===== config.mk =====
export PLATFORM = sky130hd
export DESIGN_NAME = numeric_literal_lexer_unit
export DESIGN_NICKNAME = d
export VERILOG_FILES = /design/src/rtl/nll_pkg.sv /design/src/rtl/numeric_literal_lexer_unit.sv
export VERILOG_INCLUDE_DIRS = /design/src /design/src/rtl
export SDC_FILE = /design/constraint.sdc
export NUM_CORES = 1
export LEC_CHECK = 0
export BUFFER_PORTS_ARGS = -buffer_cell sky130_fd_sc_hd__buf_2
export CAP_MARGIN = 20
export CORE_MARGIN = 1
export CORE_UTILIZATION = 45
export CTS_CLUSTER_SIZE = 40
export DETAILED_ROUTE_END_ITERATION = 6
export GPL_ROUTABILITY_DRIVEN = 0
export GPL_TIMING_DRIVEN = 0
export PLACE_DENSITY = 0.65
export REMOVE_ABC_BUFFERS = 1
export SYNTH_ARGS = -nofsm -noshare
export SYNTH_HDL_FRONTEND = slang
export SYNTH_SLANG_ARGS = --single-unit
export TNS_END_PERCENT = 30

===== constraint.sdc =====
create_clock -name clk -period 9.7 [get_ports clk]
set_clock_uncertainty 0.1 [all_clocks]
set_input_delay 0.97 -clock clk [delete_from_list [all_inputs] [get_ports clk]]
set_output_delay 0.97 -clock clk [all_outputs]
set_load 0.01 [all_outputs]

===== src/rtl/numeric_literal_lexer_unit_defines.svh =====
// assertion helpers for the numeric literal lexer
`ifndef NUMERIC_LITERAL_LEXER_UNIT_DEFINES_SVH
`define NUMERIC_LITERAL_LEXER_UNIT_DEFINES_SVH

// same-cycle implication, sampled on clk, off during reset
`define NLL_ASSERT_IMP(label, ante, cons) \
	label: assert property (@(posedge clk) disable iff (!arst_n) (ante) |-> (cons)) \
		else $error("numeric literal lexer assertion failed");

// next-cycle implication, sampled on clk, off during reset
`define NLL_ASSERT_NXT(label, ante, cons) \
	label: assert property (@(posedge clk) disable iff (!arst_n) (ante) |=> (cons)) \
		else $error("numeric literal lexer assertion failed");

`endif


===== src/rtl/nll_pkg.sv =====
package nll_pkg;

	// one source character request
	typedef struct packed {
		logic [7:0] char_code;
		logic       at_end;
		logic       start_req;
	} src_item_t;

	// one result: a text character or the finished token
	typedef struct packed {
		logic       result_kind;
		logic [7:0] text_char;
		logic [2:0] token_kind;
		logic [7:0] token_length;
		logic [1:0] give_back;
		logic       last;
	} res_item_t;

	// result kinds
	localparam logic RK_TEXT  = 1'b0;
	localparam logic RK_TOKEN = 1'b1;

	// token kinds
	localparam logic [2:0] K_INT   = 3'd0;
	localparam logic [2:0] K_FLOAT = 3'd1;
	localparam logic [2:0] K_HEX   = 3'd2;
	localparam logic [2:0] K_OCT   = 3'd3;
	localparam logic [2:0] K_BIN   = 3'd4;
	localparam logic [2:0] K_BIG   = 3'd5;
	localparam logic [2:0] K_BAD   = 3'd6;

	// characters
	localparam logic [7:0] CH_0     = "0";
	localparam logic [7:0] CH_1     = "1";
	localparam logic [7:0] CH_7     = "7";
	localparam logic [7:0] CH_9     = "9";
	localparam logic [7:0] CH_POINT = ".";
	localparam logic [7:0] CH_PLUS  = "+";
	localparam logic [7:0] CH_MINUS = "-";
	localparam logic [7:0] CH_UNDER = "_";
	localparam logic [7:0] CH_X     = "x";
	localparam logic [7:0] CH_O     = "o";
	localparam logic [7:0] CH_B     = "b";
	localparam logic [7:0] CH_N     = "n";
	localparam logic [7:0] CH_E_LO  = "e";
	localparam logic [7:0] CH_E_UP  = "E";
	localparam logic [7:0] CH_F_LO  = "f";
	localparam logic [7:0] CH_F_UP  = "F";
	localparam logic [7:0] CH_D_LO  = "d";
	localparam logic [7:0] CH_D_UP  = "D";
	localparam logic [7:0] CH_L_LO  = "l";
	localparam logic [7:0] CH_L_UP  = "L";
	localparam logic [7:0] CH_A_LO  = "a";
	localparam logic [7:0] CH_A_UP  = "A";
	localparam logic [7:0] CH_Z_LO  = "z";
	localparam logic [7:0] CH_Z_UP  = "Z";

endpackage


===== src/rtl/numeric_literal_lexer_unit.sv =====
// Numeric literal lexer: takes one source character request per cycle while src_ready
// is high and scans a numeric literal that begins at a request marked start_req. It
// echoes the normalized literal text one character per result ("0." for a leading
// point, ".0" for a bare trailing point) and closes with one token result carrying the
// kind (int, float, hex, octal, binary, bigint, invalid), the text length saturated at
// 255 and give_back, the count of most recent characters the token did not consume and
// that the caller should present again. An invalid token reports length zero. The
// final result of each request has last set; a request with no start while idle yields
// nothing. A request is registered on acceptance and classified once the result queue
// has room, and its 0 to 3 results are pushed into a 4-entry result queue. Requests are
// taken one per cycle as long as the queue holds at most one result; the output port
// drains one result per cycle while res_ready is high, so a request causing two or three
// results holds off the input. MAX_TEXT_LEN sets the internal length counter's ceiling.
module numeric_literal_lexer_unit #(
	parameter int MAX_TEXT_LEN = 255
) (
	input  logic               clk,
	input  logic               arst_n,
	input  logic               src_valid,
	output logic               src_ready,
	input  nll_pkg::src_item_t src_item,
	output logic               res_valid,
	input  logic               res_ready,
	output nll_pkg::res_item_t res_item
);

	import nll_pkg::*;

`include "numeric_literal_lexer_unit_defines.svh"

	// length counter width and a width wide enough to compare against 255
	localparam int CW = $clog2(MAX_TEXT_LEN + 1);
	localparam int LW = (CW > 8) ? CW : 8;

	// result queue geometry
	localparam int DEPTH   = 4;
	localparam int MAX_RES = 3;
	localparam int PW      = $clog2(DEPTH);
	localparam int QW      = $clog2(DEPTH + 1);

	typedef enum logic [3:0] {
		P_IDLE,
		P_ZERO,
		P_LEAD_DOT,
		P_INT,
		P_INT_DOT,
		P_FRAC,
		P_EXP_SIGN,
		P_EXP_FIRST,
		P_EXP_DIG,
		P_BASED
	} phase_t;

	function automatic logic is_digit(input logic [7:0] c);
		return (c >= CH_0) && (c <= CH_9);
	endfunction

	function automatic logic is_alpha(input logic [7:0] c);
		return ((c >= CH_A_LO) && (c <= CH_Z_LO)) || ((c >= CH_A_UP) && (c <= CH_Z_UP));
	endfunction

	function automatic logic is_suffix(input logic [7:0] c);
		return (c == CH_F_LO) || (c == CH_F_UP) || (c == CH_D_LO) || (c == CH_D_UP) ||
			(c == CH_L_LO) || (c == CH_L_UP);
	endfunction

	function automatic logic in_base(input logic [2:0] kind, input logic [7:0] c);
		logic hex_alpha;
		hex_alpha = ((c >= CH_A_LO) && (c <= CH_F_LO)) || ((c >= CH_A_UP) && (c <= CH_F_UP));
		if (kind == K_HEX) begin
			return is_digit(c) || hex_alpha;
		end else if (kind == K_OCT) begin
			return (c >= CH_0) && (c <= CH_7);
		end
		return (c == CH_0) || (c == CH_1);
	endfunction

	// scanner state
	phase_t          phase_q;
	logic [2:0]      kind_q;
	logic            point_q;
	logic [CW-1:0]   count_q;

	// input register
	logic            valid_s1;
	src_item_t       item_s1;

	// result queue
	res_item_t       fifo_q [DEPTH];
	logic [PW-1:0]   wr_ptr_q;
	logic [PW-1:0]   rd_ptr_q;
	logic [QW-1:0]   fill_q;

	// decode outputs
	phase_t          nxt_phase;
	logic [2:0]      nxt_kind;
	logic            nxt_point;
	logic [1:0]      txt_n;
	logic [7:0]      txt_c [MAX_RES];
	logic            fin;
	logic [2:0]      fin_kind;
	logic [1:0]      fin_gb;
	logic [CW-1:0]   count_base;
	logic [CW:0]     count_sum;
	logic [CW-1:0]   count_new;
	logic [LW-1:0]   len_ext;
	logic [7:0]      tok_len;
	res_item_t       res_v [MAX_RES];
	logic [1:0]      n_res;

	logic            process;
	logic            pop;
	logic [7:0]      c;
	logic            e;

	assign c = item_s1.char_code;
	assign e = item_s1.at_end;

	// room for the worst case of three results before a request is classified
	assign process   = valid_s1 && (fill_q <= QW'(DEPTH - MAX_RES));
	assign src_ready = !valid_s1 || process;
	assign res_valid = (fill_q != '0);
	assign res_item  = fifo_q[rd_ptr_q];
	assign pop       = res_valid && res_ready;

	// character classification, one request per pass
	always_comb begin
		nxt_phase = phase_q;
		nxt_kind  = kind_q;
		nxt_point = point_q;
		txt_n     = 2'd0;
		for (int k = 0; k < MAX_RES; k++) begin
			txt_c[k] = 8'd0;
		end
		fin      = 1'b0;
		fin_kind = K_INT;
		fin_gb   = 2'd0;

		if (item_s1.start_req) begin
			// new attempt, drops whatever was in flight
			nxt_phase = P_IDLE;
			nxt_kind  = K_INT;
			nxt_point = 1'b0;
			if (e) begin
				fin      = 1'b1;
				fin_kind = K_BAD;
			end else if (c == CH_0) begin
				nxt_phase = P_ZERO;
			end else if (is_digit(c)) begin
				txt_c[txt_n] = c;
				txt_n        = txt_n + 2'd1;
				nxt_phase    = P_INT;
			end else if (c == CH_POINT) begin
				nxt_phase = P_LEAD_DOT;
			end else begin
				fin      = 1'b1;
				fin_kind = K_BAD;
				fin_gb   = 2'd1;
			end
		end else begin
			case (phase_q)
				P_ZERO, P_INT: begin
					if (phase_q == P_ZERO && !e && (c == CH_X || c == CH_O || c == CH_B)) begin
						nxt_kind = (c == CH_X) ? K_HEX : (c == CH_O) ? K_OCT : K_BIN;
						txt_c[0]  = CH_0;
						txt_c[1]  = c;
						txt_n     = 2'd2;
						nxt_phase = P_BASED;
					end else begin
						// a held zero is echoed, then the character is taken as integer
						if (phase_q == P_ZERO) begin
							txt_c[txt_n] = CH_0;
							txt_n        = txt_n + 2'd1;
							nxt_phase    = P_INT;
						end
						if (e) begin
							fin = 1'b1;
						end else if (is_digit(c)) begin
							txt_c[txt_n] = c;
							txt_n        = txt_n + 2'd1;
						end else if (c == CH_N) begin
							txt_c[txt_n] = c;
							txt_n        = txt_n + 2'd1;
							fin          = 1'b1;
							fin_kind     = K_BIG;
						end else if (c == CH_POINT) begin
							nxt_phase = P_INT_DOT;
						end else if (is_suffix(c)) begin
							txt_c[txt_n] = c;
							txt_n        = txt_n + 2'd1;
							fin          = 1'b1;
							fin_kind     = K_FLOAT;
						end else begin
							fin    = 1'b1;
							fin_gb = 2'd1;
						end
					end
				end
				P_LEAD_DOT: begin
					if (!e && is_digit(c)) begin
						nxt_point = 1'b1;
						txt_c[0]  = CH_0;
						txt_c[1]  = CH_POINT;
						txt_c[2]  = c;
						txt_n     = 2'd3;
						nxt_phase = P_FRAC;
					end else begin
						fin      = 1'b1;
						fin_kind = K_BAD;
						fin_gb   = e ? 2'd1 : 2'd2;
					end
				end
				P_INT_DOT: begin
					if (!e && (is_alpha(c) || c == CH_UNDER)) begin
						// method call on an integer, point and this character go back
						fin    = 1'b1;
						fin_gb = 2'd2;
					end else if (!e && is_digit(c)) begin
						nxt_point = 1'b1;
						txt_c[0]  = CH_POINT;
						txt_c[1]  = c;
						txt_n     = 2'd2;
						nxt_phase = P_FRAC;
					end else begin
						nxt_point = 1'b1;
						txt_c[0]  = CH_POINT;
						txt_c[1]  = CH_0;
						txt_n     = 2'd2;
						fin       = 1'b1;
						fin_kind  = K_FLOAT;
						fin_gb    = e ? 2'd0 : 2'd1;
					end
				end
				P_FRAC, P_EXP_DIG: begin
					fin_kind = K_FLOAT;
					if (e) begin
						fin = 1'b1;
					end else if (is_digit(c)) begin
						txt_c[0] = c;
						txt_n    = 2'd1;
					end else if (phase_q == P_FRAC && (c == CH_E_LO || c == CH_E_UP)) begin
						txt_c[0]  = c;
						txt_n     = 2'd1;
						nxt_phase = P_EXP_SIGN;
					end else if (is_suffix(c)) begin
						txt_c[0] = c;
						txt_n    = 2'd1;
						fin      = 1'b1;
					end else begin
						fin    = 1'b1;
						fin_gb = 2'd1;
					end
				end
				P_EXP_SIGN, P_EXP_FIRST: begin
					if (phase_q == P_EXP_SIGN && !e && (c == CH_PLUS || c == CH_MINUS)) begin
						txt_c[0]  = c;
						txt_n     = 2'd1;
						nxt_phase = P_EXP_FIRST;
					end else if (!e && is_digit(c)) begin
						txt_c[0]  = c;
						txt_n     = 2'd1;
						nxt_phase = P_EXP_DIG;
					end else begin
						// exponent with no digits
						fin      = 1'b1;
						fin_kind = K_BAD;
						fin_gb   = e ? 2'd0 : 2'd1;
					end
				end
				P_BASED: begin
					fin_kind = kind_q;
					if (e) begin
						fin = 1'b1;
					end else if (in_base(kind_q, c)) begin
						txt_c[0] = c;
						txt_n    = 2'd1;
					end else if (is_suffix(c)) begin
						txt_c[0] = c;
						txt_n    = 2'd1;
						fin      = 1'b1;
						fin_kind = K_FLOAT;
					end else begin
						fin    = 1'b1;
						fin_gb = 2'd1;
					end
				end
				default: begin
					// idle without a start: request is dropped
					nxt_phase = P_IDLE;
				end
			endcase
		end

		if (fin) begin
			nxt_phase = P_IDLE;
		end
	end

	// saturating text length after this request's echoes
	always_comb begin
		count_base = item_s1.start_req ? '0 : count_q;
		count_sum  = {1'b0, count_base} + (CW + 1)'(txt_n);
		if (count_sum > (CW + 1)'(MAX_TEXT_LEN)) begin
			count_new = CW'(MAX_TEXT_LEN);
		end else begin
			count_new = count_sum[CW-1:0];
		end
		len_ext = LW'(count_new);
		if (fin_kind == K_BAD) begin
			tok_len = 8'd0;
		end else if (len_ext > LW'(255)) begin
			tok_len = 8'hff;
		end else begin
			tok_len = len_ext[7:0];
		end
	end

	// text results first, then the token, last flag on the final one
	always_comb begin
		n_res = txt_n + {1'b0, fin};
		for (int k = 0; k < MAX_RES; k++) begin
			res_v[k] = '0;
			if (2'(k) < txt_n) begin
				res_v[k].result_kind = RK_TEXT;
				res_v[k].text_char   = txt_c[k];
			end else if (fin && 2'(k) == txt_n) begin
				res_v[k].result_kind  = RK_TOKEN;
				res_v[k].token_kind   = fin_kind;
				res_v[k].token_length = tok_len;
				res_v[k].give_back    = fin_gb;
			end
			res_v[k].last = (2'(k) + 2'd1 == n_res);
		end
	end

	// scanner state, input register control and queue pointers
	always_ff @(posedge clk or negedge arst_n) begin
		if (!arst_n) begin
			phase_q  <= P_IDLE;
			kind_q   <= K_INT;
			point_q  <= 1'b0;
			count_q  <= '0;
			valid_s1 <= 1'b0;
			wr_ptr_q <= '0;
			rd_ptr_q <= '0;
			fill_q   <= '0;
		end else begin
			if (src_ready) begin
				valid_s1 <= src_valid;
			end
			if (process) begin
				phase_q  <= nxt_phase;
				kind_q   <= nxt_kind;
				point_q  <= nxt_point;
				count_q  <= count_new;
				wr_ptr_q <= wr_ptr_q + PW'(n_res);
			end
			if (pop) begin
				rd_ptr_q <= rd_ptr_q + PW'(1);
			end
			fill_q <= fill_q + (process ? QW'(n_res) : QW'(0)) - (pop ? QW'(1) : QW'(0));
		end
	end

	// payload registers
	always_ff @(posedge clk) begin
		if (src_valid && src_ready) begin
			item_s1 <= src_item;
		end
		if (process) begin
			for (int k = 0; k < MAX_RES; k++) begin
				if (2'(k) < n_res) begin
					fifo_q[wr_ptr_q + PW'(k)] <= res_v[k];
				end
			end
		end
	end

	`NLL_ASSERT_IMP(a_fill_bound, 1'b1, fill_q <= QW'(DEPTH))
	`NLL_ASSERT_IMP(a_frac_point, phase_q == P_FRAC || phase_q == P_EXP_DIG, point_q)
	`NLL_ASSERT_IMP(a_token_last, res_valid && res_item.result_kind == RK_TOKEN, res_item.last)
	`NLL_ASSERT_IMP(a_based_kind, phase_q == P_BASED,
		kind_q == K_HEX || kind_q == K_OCT || kind_q == K_BIN)
	`NLL_ASSERT_NXT(a_pop_fill, pop && !process, fill_q == $past(fill_q) - QW'(1))

endmodule


==> impl_metrics.tcl, run 1 <==
set metrics [dict create \
    synth_mux_area_frac 0.101 \
    gr-usage-all-layers 0.233 \
    post_synth_edffs 102 \
    synth_area_leader_cell "edfxtp_1" \
    buffer_ports.inserted 38 \
    tritoncts_num_sinks 125 \
    dominantRegCellSynth "edfxtp_1" \
    first_pass_grt_wire_length_um 32000 \
    cts_resized 0 \
    n_antenna_cell 0 \
    drt_iter0_drc 608 \
    area_growth_pct 13.1 \
    setup_violations_final 0 \
    power_density_nw_per_um2 240 \
    min_path_cells 1 \
    synth_seq_area_share 0.469 \
    period_needed_ps 6140 \
    drv_slew 0 \
    vdd_drop_max_mv 0.204 \
    tritoncts "built" \
    worst_setup_hold_path_clk_slew_ps 70 \
    worst_skew_pair.late_latency_ps 430 \
    drt-pass1-iter-count 6 \
    setup_tns_ps 0 \
    route.final.wire_length_um 19900 \
    synth_compound_gate_area_share 0.190 \
    leakagePower_nw 3.26 \
    worst_path_largest_cell_delay_ps 920 \
    fmaxAchievable_mhz 163 \
    fraction_of_synthesized_cell_area_in_xor_and_xnor_cells 0.0135 \
    floorplan_die_height_um 133 \
    r2r-start "c[3]" \
    core_region_area_um2 16700 \
    dr_total_vias 6353 \
    drv.max_cap_violation_count 0 \
    timing.hold.worst.start "count_q[6]" \
    grt_antenna_before_repair 0 \
    cpMostUsedCell "nor2_1" \
    main_combinational_cell_family_by_area_after_synthesis "compound AO/OA/AOI/OAI gates" \
    synth_largest_type_area_fraction 0.395 \
    yosys_warnings 0 \
    synth_adder_area_share 0.0206 \
    yosys_register_bits 125 \
    cts_buffer_count 17 \
    hold-path-endpoint "count_q[6]" \
    post_route_cells_drive_above_1_share 0.173 \
    cp_cell_sequence "nand4b_1 -> nor2_1 -> nor2_1 -> a31o_2 -> a2111oi_2 -> nor2_1 -> ha_1 -> nand2_1 -> o21ai_0 -> nand4_1 -> a32oi_2 -> a211oi_1" \
    timing.hold.worst.class "reg -> reg" \
    core.rowCount 47 \
    place_area_um2 8180 \
    clk_root_buffer_cell "clkbuf_16" \
    count_of_boundary_i_o_pins 39 \
    timing_worst_slew_pin_value_ps 1100 \
    reg2reg_slack_ps 3560 \
    synth_simple_gate_area_share 0.170 \
    arrival_ps 6170 \
    place.detailed.hpwl_um 13700 \
    max_slew_margin 0.266 \
    ant_nets 0 \
    worst_path_max_delay_cell "edfxtp_1" \
    crit_path_max_fanout 26 \
    holdBufCountCts 0 \
    finalInstanceArea_um2 8780 \
    cts_post_setup_buffers_inserted 0 \
    initial_utilization 0.465 \
    setup.worst_path.end_class "register" \
    grt_overflow_total 0 \
    holdWs_ps 400 \
    die_width_um 133 \
    criticalPathCategory "reg -> reg" \
    dieArea_um2 17800 \
    required_ps 9730 \
    final.period_utilization 0.633 \
    worstRegToRegCells 12 \
    mappedNetlistArea_um2 7760 \
    drt-vias-per-instance 6.45 \
    synthesis.instances 738 \
    utilization 0.526 \
    synthesis.area_per_instance_um2 10.5 \
    netlist_top_cells_area "edfxtp_1 (39%), dfrtp_1 (7.4%), mux4_2 (6.7%)" \
    h-tree-depth 4 \
    grt_max_degree 31 \
    status "finished clean" \
    synth.lib_cells_used.distinct 87 \
    cts.path.max_buffers 2 \
    num-nets-final 776 \
    unrepaired_setup_endpoints_after_global_routing "no" \
    timing_hold_violations_final 0 \
    power_mw 2.11 \
    grt_pass1_vias 6007 \
    routed_wire_length_per_instance_um 20.2 \
    drt_drc_violations_left 0 \
    regToRegEndpoint "fifo_q[3][4]" \
    crit_path_start_kind "register" \
    asyncSetResetFlopFracSynth 0.184 \
]
how the worst max path moves through the flow:
stage | slack, ps | to | startpoint
floorplan | 3310 | fifo_q[0][0] | c[3]
global placement | 960 | fifo_q[2][16] | e
detailed placement | 3740 | fifo_q[3][4] | c[3]
CTS | 3680 | fifo_q[3][4] | c[3]
global route | 3210 | fifo_q[3][3] | c[3]
finish | 3560 | fifo_q[3][4] | c[3]
layer usage:
layer / global-route usage / wire (um) / share of wire / up-vias
met5: 0 / 0 / 0 / -
met4: 0.0960 / 453 / 0.023 / 0
met3: 0.0438 / 1590 / 0.080 / 59
met2: 0.365 / 9430 / 0.47 / 337
met1: 0.319 / 8440 / 0.42 / 3056
li1: - / - / - / 2901
cell type report:
cell class,count,area [um^2]
fill,1465,7920
multi-input combinational,548,3890
sequential,125,3640
clock buffer,17,425
timing repair buffer,46,333
tap,220,275
clock inverter,15,168
inverter,14,52.6
cell families after synthesis:
kind of cell    after synthesis
compound gates              215
xor+xnor                     12
fa+ha+maj                    12
buf+inv                      68
flops                       125
mux                          49
other cells                   1
simple gates                256
placed cells by master, fill, tap and decap left out, types with 7 or more instances in the layout:
| master | instances |
|---|---|
| nor3_1 | 16 |
| nand2_1 | 61 |
| mux4_2 | 23 |
| edfxtp_1 | 102 |
| o211ai_1 | 11 |
| inv_1 | 14 |
| o21ai_0 | 39 |
| nand3_1 | 23 |
| clkbuf_16 | 17 |
| a21oi_1 | 66 |
| buf_2 | 38 |
| mux2i_1 | 23 |
| or3_1 | 9 |
| xnor2_1 | 7 |
| o22ai_1 | 8 |
| nor2_1 | 74 |
| nand2b_1 | 8 |
| dfrtp_1 | 22 |
| ha_1 | 8 |
| nand4_1 | 7 |
| a211oi_1 | 12 |
| nor2b_1 | 8 |
worst max-delay path, delay by kind of cell, from the launching register on:
family,cells,cell delay (ps)
AND/OR/NAND/NOR,6,1720
flip-flops,1,920
adder cells (fa/ha/maj),1,840
AO/OA/AOI/OAI,5,2250
flip-flops by register name (all words and copies together), names as in the netlist:
signal	flops
kind_q	3
item_s1	1
rd_ptr_q	2
e	1
count_q	8
valid_s1	1
c	8
fifo_q	92
wr_ptr_q	2
phase_q	4
fill_q	3
report_power, final:
part	internal (mW)	switching, mW	total, mW
Clock	0.366	0.276	0.643
Sequential	0.676	0.130	0.806
Combinational	0.292	0.370	0.662
cell usage after synthesis (all sizes together) (5+ instances only):
cell type,n
nor2,77
mux4,23
ha,8
nand2b,8
or4,7
o22ai,8
a211oi,14
o211ai,12
nor3,18
a21oi,66
a21boi,5
nand4,8
a31oi,6
nand2,61
nor2b,8
a22oi,5
dfrtp,23
nand3,23
clkbuf,34
xor2,5
o21ai,41
o31ai,6
or3,9
buf,20
mux2i,23
xnor2,7
and3,5
edfxtp,102
inv,14
and2,6
through the flow:
stage,std cells,setup WS (ps)
4_1_cts,984,3680
2_1_floorplan,687,3310
5_1_grt,985,3210
3_5_place_dp,952,3740
6_report,985,3560
3_3_place_gp,945,957
Power figures use the tool's default switching activity.
==> inputs of run 2 (changes only) <==
==> constraint.sdc (replaced) <==
create_clock -name clk -period 6.4 [get_ports clk]
set_clock_uncertainty 0.1 [all_clocks]
set_input_delay 0.64 -clock clk [delete_from_list [all_inputs] [get_ports clk]]
set_output_delay 0.64 -clock clk [all_outputs]
set_load 0.01 [all_outputs]
==> run 2 against run 1 <==
Flip-flop and latch count is the same. Global-route usage is the same. Routed wire length grew 0.18%. Utilization grew 0.10 points. Via count shrank 0.76%. Non-clock buffer count is the same. Sequential share of layout area shrank 0.083 points. Combinational power grew 53%. Count of clock-buffer cells in the layout is the same. Cell count is the same. Register-to-register slack lost 3200 ps. Critical path type unchanged. Highest routed layer unchanged.
==> impl_metrics.tcl, run 2 (same netlist as run 1, synthesis figures left out) <==
set metrics [dict create \
    worst_skew_pair.late_latency_ps 430 \
    ant_nets 0 \
    n_antenna_cell 0 \
    worst_setup_hold_path_clk_slew_ps 70 \
    status "finished clean" \
    setup.worst_path.end_class "register" \
    post_route_cells_drive_above_1_share 0.174 \
    setup_tns_ps 0 \
    area_growth_pct 13.3 \
    tritoncts "built" \
    cp_cell_sequence "or4b_2 -> o311ai_1 -> a31oi_1 -> a2111oi_2 -> nor2_1 -> ha_1 -> a21oi_1 -> or4_1 -> a32oi_2 -> a211oi_1" \
    layout_common_cells "edfxtp_1 (102), nor2_1 (74), a21oi_1 (66), nand2_1 (61), o21ai_0 (39)" \
    dr_total_vias 6305 \
    holdBufCountCts 0 \
    max_slew_margin 0.268 \
    grt_max_degree 31 \
    buffer_ports.inserted 38 \
    crit_path_start_kind "register" \
    worst_path_largest_cell_delay_ps 840 \
    required_ps 6440 \
    timing_hold_violations_final 0 \
    first_pass_grt_wire_length_um 32000 \
    criticalPathCategory "reg -> reg" \
    vdd_drop_max_mv 0.308 \
    clk_root_buffer_cell "clkbuf_16" \
    leakagePower_nw 3.26 \
    num-nets-final 776 \
    cts_post_setup_buffers_inserted 0 \
    period_needed_ps 6030 \
    timing.hold.worst.class "in -> async" \
    count_of_boundary_i_o_pins 39 \
    grt_pass1_vias 6007 \
    drv.max_cap_violation_count 0 \
    floorplan_die_height_um 133 \
    arrival_ps 6070 \
    routed_wire_length_per_instance_um 20.3 \
    cts.path.max_buffers 2 \
    layout_commonest_cell "edfxtp_1" \
    drt_drc_violations_left 0 \
    fillers 1466 \
    initial_utilization 0.465 \
    core_region_area_um2 16700 \
    reg.largest.list "fifo_q: 92 flops, c: 8 flops, count_q: 8 flops" \
    grt_antenna_before_repair 0 \
    unrepaired_setup_endpoints_after_global_routing "no" \
    fmaxAchievable_mhz 166 \
    die_width_um 133 \
    drt_iter0_drc 615 \
    grt_overflow_total 0 \
    dieArea_um2 17800 \
    setup_violations_final 0 \
    utilization 0.527 \
    drt-pass1-iter-count 5 \
    cts_buffer_count 17 \
    crit_path_max_fanout 23 \
    power_density_nw_per_um2 364 \
    flip_flop_count_of_the_largest_register_after_layout 92 \
    gr-usage-all-layers 0.233 \
    cpLargestDelayFamily "compound AO/OA/AOI/OAI gates" \
    drt-vias-per-instance 6.40 \
    route.final.wire_length_um 19900 \
    drv_slew 0 \
    h-tree-depth 4 \
    final.period_utilization 0.942 \
    timing_worst_slew_pin_value_ps 1100 \
    place.detailed.hpwl_um 13700 \
    worst_path_max_delay_cell "ha_1" \
    tritoncts_num_sinks 125 \
    regMostFlops "fifo_q" \
    worst-path-buf-inv 0 \
    core.rowCount 47 \
]
==> run 2: changes by cell type in the layout (fill, tap and decap cells not counted) <==
cell / change
a311oi_1: -1
a311oi_2: +1
a32oi_2: -1
a32oi_4: +1
==> run 2: per-stage QoR <==
step	total power, mW	cells	hold WS [ps]	worst slack [ps]	area, um^2
6_report	3.20	985	90.6	370	8800
5_1_grt	3.36	985	139	20.6	8800
4_1_cts	3.22	984	105	381	8770
3_5_place_dp	2.24	952	389	439	8180
3_3_place_gp	2.17	945	364	-2340	8010
2_1_floorplan	1.86	687	244	10.3	7540
==> run 2: power breakdown <==
group | switching [mW] | internal, mW | leakage (nW)
Combinational | 0.562 | 0.443 | 1.76
Sequential | 0.196 | 1.02 | 1.22
Clock | 0.421 | 0.555 | 0.286
Total | 1.18 | 2.02 | 3.26
==> run 2: final timing paths <==
kind                                   from      endpoint  slack (ps)  cells after the start
worst min-delay path                 arst_n     kind_q[1]          90                      1
min in group clk                src_item[2]          c[0]         280                      1
worst min register to register   count_q[6]    count_q[6]         400                      1
worst max-delay path                      e  fifo_q[1][4]         370                     10
max in group asynchronous            arst_n   rd_ptr_q[0]        5710                      1
worst max register to register            e  fifo_q[1][4]         370                     10
==> run 2: what timing repair did <==
item                                    4_1_cts  5_1_grt
hold endpoints to repair                      0        0
gates resized for setup                       0        2
endpoints found under the setup margin        0       14
==> run 2: final cells by class <==
| cell class | instances | area, um^2 | area share |
|---|---|---|---|
| multi-input cells | 548 | 3900 | 0.444 |
| clock buffers | 17 | 425 | 0.0484 |
| repair buffers | 46 | 333 | 0.0378 |
| well taps | 220 | 275 | 0.0313 |
| clock inverters | 15 | 168 | 0.0191 |
| flip-flops and latches | 125 | 3640 | 0.414 |
| inverters | 14 | 52.6 | 0.00597 |
==> run 2: routing by layer <==
layer  vias to the layer above  wire [um]  share of wire  global-route usage
met4                         0        471          0.024              0.0960
met3                        52       1570          0.079              0.0438
li1                       2893          -              -                   -
met1                      3041       8530           0.43               0.319
met5                         -          0              0                   0
met2                       319       9370           0.47               0.365
==> inputs of run 3 (changes only) <==
--- a/config.mk
+++ b/config.mk
@@ -7,8 +7,6 @@
 export NUM_CORES = 1
 export LEC_CHECK = 0
 export BUFFER_PORTS_ARGS = -buffer_cell sky130_fd_sc_hd__buf_2
-export CAP_MARGIN = 20
-export CORE_MARGIN = 1
 export CORE_UTILIZATION = 45
 export CTS_CLUSTER_SIZE = 40
 export DETAILED_ROUTE_END_ITERATION = 6
==> constraint.sdc (replaced) <==
create_clock -name clk -period 6.4 [get_ports clk]
set_clock_uncertainty 0.1 [all_clocks]
set_input_delay 0.32 -clock clk [delete_from_list [all_inputs] [get_ports clk]]
set_output_delay 0.32 -clock clk [all_outputs]
set_load 0.01 [all_outputs]
==> run 3 against run 2 <==
Cell count is 0.91% higher. First-iteration DRC count is 5.4% higher. Non-clock buffer count is 9 higher. Clock power is 1% lower. Routed wire length is 1.6% higher. Critical path depth is 2 higher. Power is 0.74% lower. Combinational power hardly changed. Maximum frequency is 1.1% lower.
==> impl_metrics.tcl, run 3 (same netlist as run 1, synthesis figures left out) <==
set metrics [dict create \
    status "finished clean" \
    grt_pass1_vias 6109 \
    power_density_nw_per_um2 359 \
    initial_utilization 0.465 \
    timing.final.ws_setup_ps 304 \
    route.final.wire_length_um 20300 \
    max_slew_margin 0.230 \
    worst_setup_hold_path_clk_slew_ps 60 \
    tritoncts "built" \
    ant_nets 0 \
    timing_worst_slew_pin_value_ps 1150 \
    grt_max_degree 31 \
    layout_commonest_cell "edfxtp_1" \
    worst_path_max_delay_cell "ha_1" \
    drv.max_cap_violation_count 0 \
    core_region_area_um2 16700 \
    worst_skew_pair.late_latency_ps 430 \
    timing.hold.worst.start "res_ready" \
    cts_post_setup_buffers_inserted 0 \
    floorplan_die_height_um 133 \
    place.detailed.hpwl_um 13600 \
    setup_tns_ps 0 \
    detailedPlace.worstSlack_ps 353 \
    tritoncts_num_sinks 125 \
    die_width_um 133 \
    unrepaired_setup_endpoints_after_global_routing "no" \
    count_of_boundary_i_o_pins 39 \
    reg.largest.list "fifo_q: 92 flops, c: 8 flops, count_q: 8 flops" \
    routed_wire_length_per_instance_um 20.4 \
    holdWs_ps 233 \
    arrival_ps 6130 \
    buffer_ports.inserted 38 \
    drt_drc_violations_left 0 \
    setup.worst_path.end_class "register" \
    drt-vias-per-instance 6.40 \
    grt_overflow_total 0 \
    flip_flop_count_of_the_largest_register_after_layout 92 \
    cts.path.max_buffers 2 \
    timing_hold_violations_final 0 \
    drt_iter0_drc 648 \
    regMostFlops "fifo_q" \
    power_mw 3.18 \
    cp_cell_sequence "nand4bb_1 -> nor2_1 -> nor2_1 -> a31o_2 -> a2111oi_2 -> nor2_1 -> ha_1 -> nand2_1 -> o21ai_0 -> nand4_1 -> a32oi_2 -> a211oi_1" \
    first_pass_grt_wire_length_um 32400 \
    num-nets-final 785 \
    setup_violations_final 0 \
    dr_total_vias 6358 \
    cts_buffer_count 17 \
    r2r-start "c[6]" \
    gr-usage-all-layers 0.235 \
    final.period_utilization 0.952 \
    core.rowCount 47 \
    drv_slew 0 \
    critical_path.startpoint "c[6]" \
    cpMostUsedCell "nor2_1" \
    layout_common_cells "edfxtp_1 (102), nor2_1 (74), a21oi_1 (66), nand2_1 (61), o21ai_0 (39)" \
    h-tree-depth 4 \
    criticalPathCategory "reg -> reg" \
    fmaxAchievable_mhz 164 \
    utilization 0.531 \
    reg2reg_slack_ps 300 \
    clk_root_buffer_cell "clkbuf_16" \
    timing.hold.worst.class "in -> reg" \
    n_antenna_cell 0 \
    leakagePower_nw 3.29 \
    crit_path_max_fanout 23 \
    dieArea_um2 17800 \
    area_growth_pct 14.2 \
    post_route_cells_drive_above_1_share 0.169 \
    period_needed_ps 6100 \
    worst_path_largest_cell_delay_ps 830 \
    required_ps 6430 \
    grt_antenna_before_repair 0 \
    crit_path_start_kind "register" \
    vdd_drop_max_mv 0.305 \
    drt-pass1-iter-count 5 \
]
==> run 3: worst paths after layout <==
kind,end,cells after the start
min in group asynchronous,fill_q[0],2
hold reg to reg,count_q[6],1
max in group asynchronous,rd_ptr_q[0],2
hold / removal,rd_ptr_q[0],3
setup / recovery,fifo_q[3][4],12
setup reg to reg,fifo_q[3][4],12
==> run 3: power by group <==
group	switching, mW	internal (mW)
logic	0.542	0.435
registers	0.213	1.02
clock network	0.410	0.555
total	1.17	2.01
==> run 3: through the flow <==
| stage | instances | area [um^2] |
|---|---|---|
| finish | 994 | 8860 |
| global route | 994 | 8860 |
| CTS | 994 | 8850 |
| detailed placement | 950 | 8140 |
| global placement | 945 | 8010 |
| floorplan | 687 | 7540 |
==> run 3: worst max-delay path: cells and delay by family, from the launching register on <==
| kind | cells | cell delay, ps |
|---|---|---|
| flops | 1 | 620 |
| fa+ha+maj | 1 | 830 |
| simple gates | 6 | 2020 |
| compound gates | 5 | 2220 |
==> run 3: layout make-up <==
cell class / instances / area [um^2]
inverters: 14 / 52.6
well taps: 220 / 275
repair buffers: 55 / 403
flip-flops and latches: 125 / 3640
multi-input cells: 548 / 3900
clock inverters: 15 / 169
clock buffers: 17 / 425
fillers: 1469 / 7840
==> run 3: routing by layer <==
layer | wire (um) | up-vias | part of all wire | GRT usage
met5 | 0 | - | 0 | 0
met4 | 326 | 0 | 0.016 | 0.0789
met3 | 1590 | 31 | 0.078 | 0.0438
met2 | 9780 | 321 | 0.48 | 0.379
met1 | 8580 | 3095 | 0.42 | 0.321
li1 | - | 2911 | - | -
==> run 3: what timing repair did <==
| item | in CTS | in global routing |
|---|---|---|
| setup endpoints to repair | 0 | 15 |
| endpoints found under the hold margin | 34 | 0 |
| hold buffers | 12 | 0 |
| gates resized for setup | 0 | 2 |
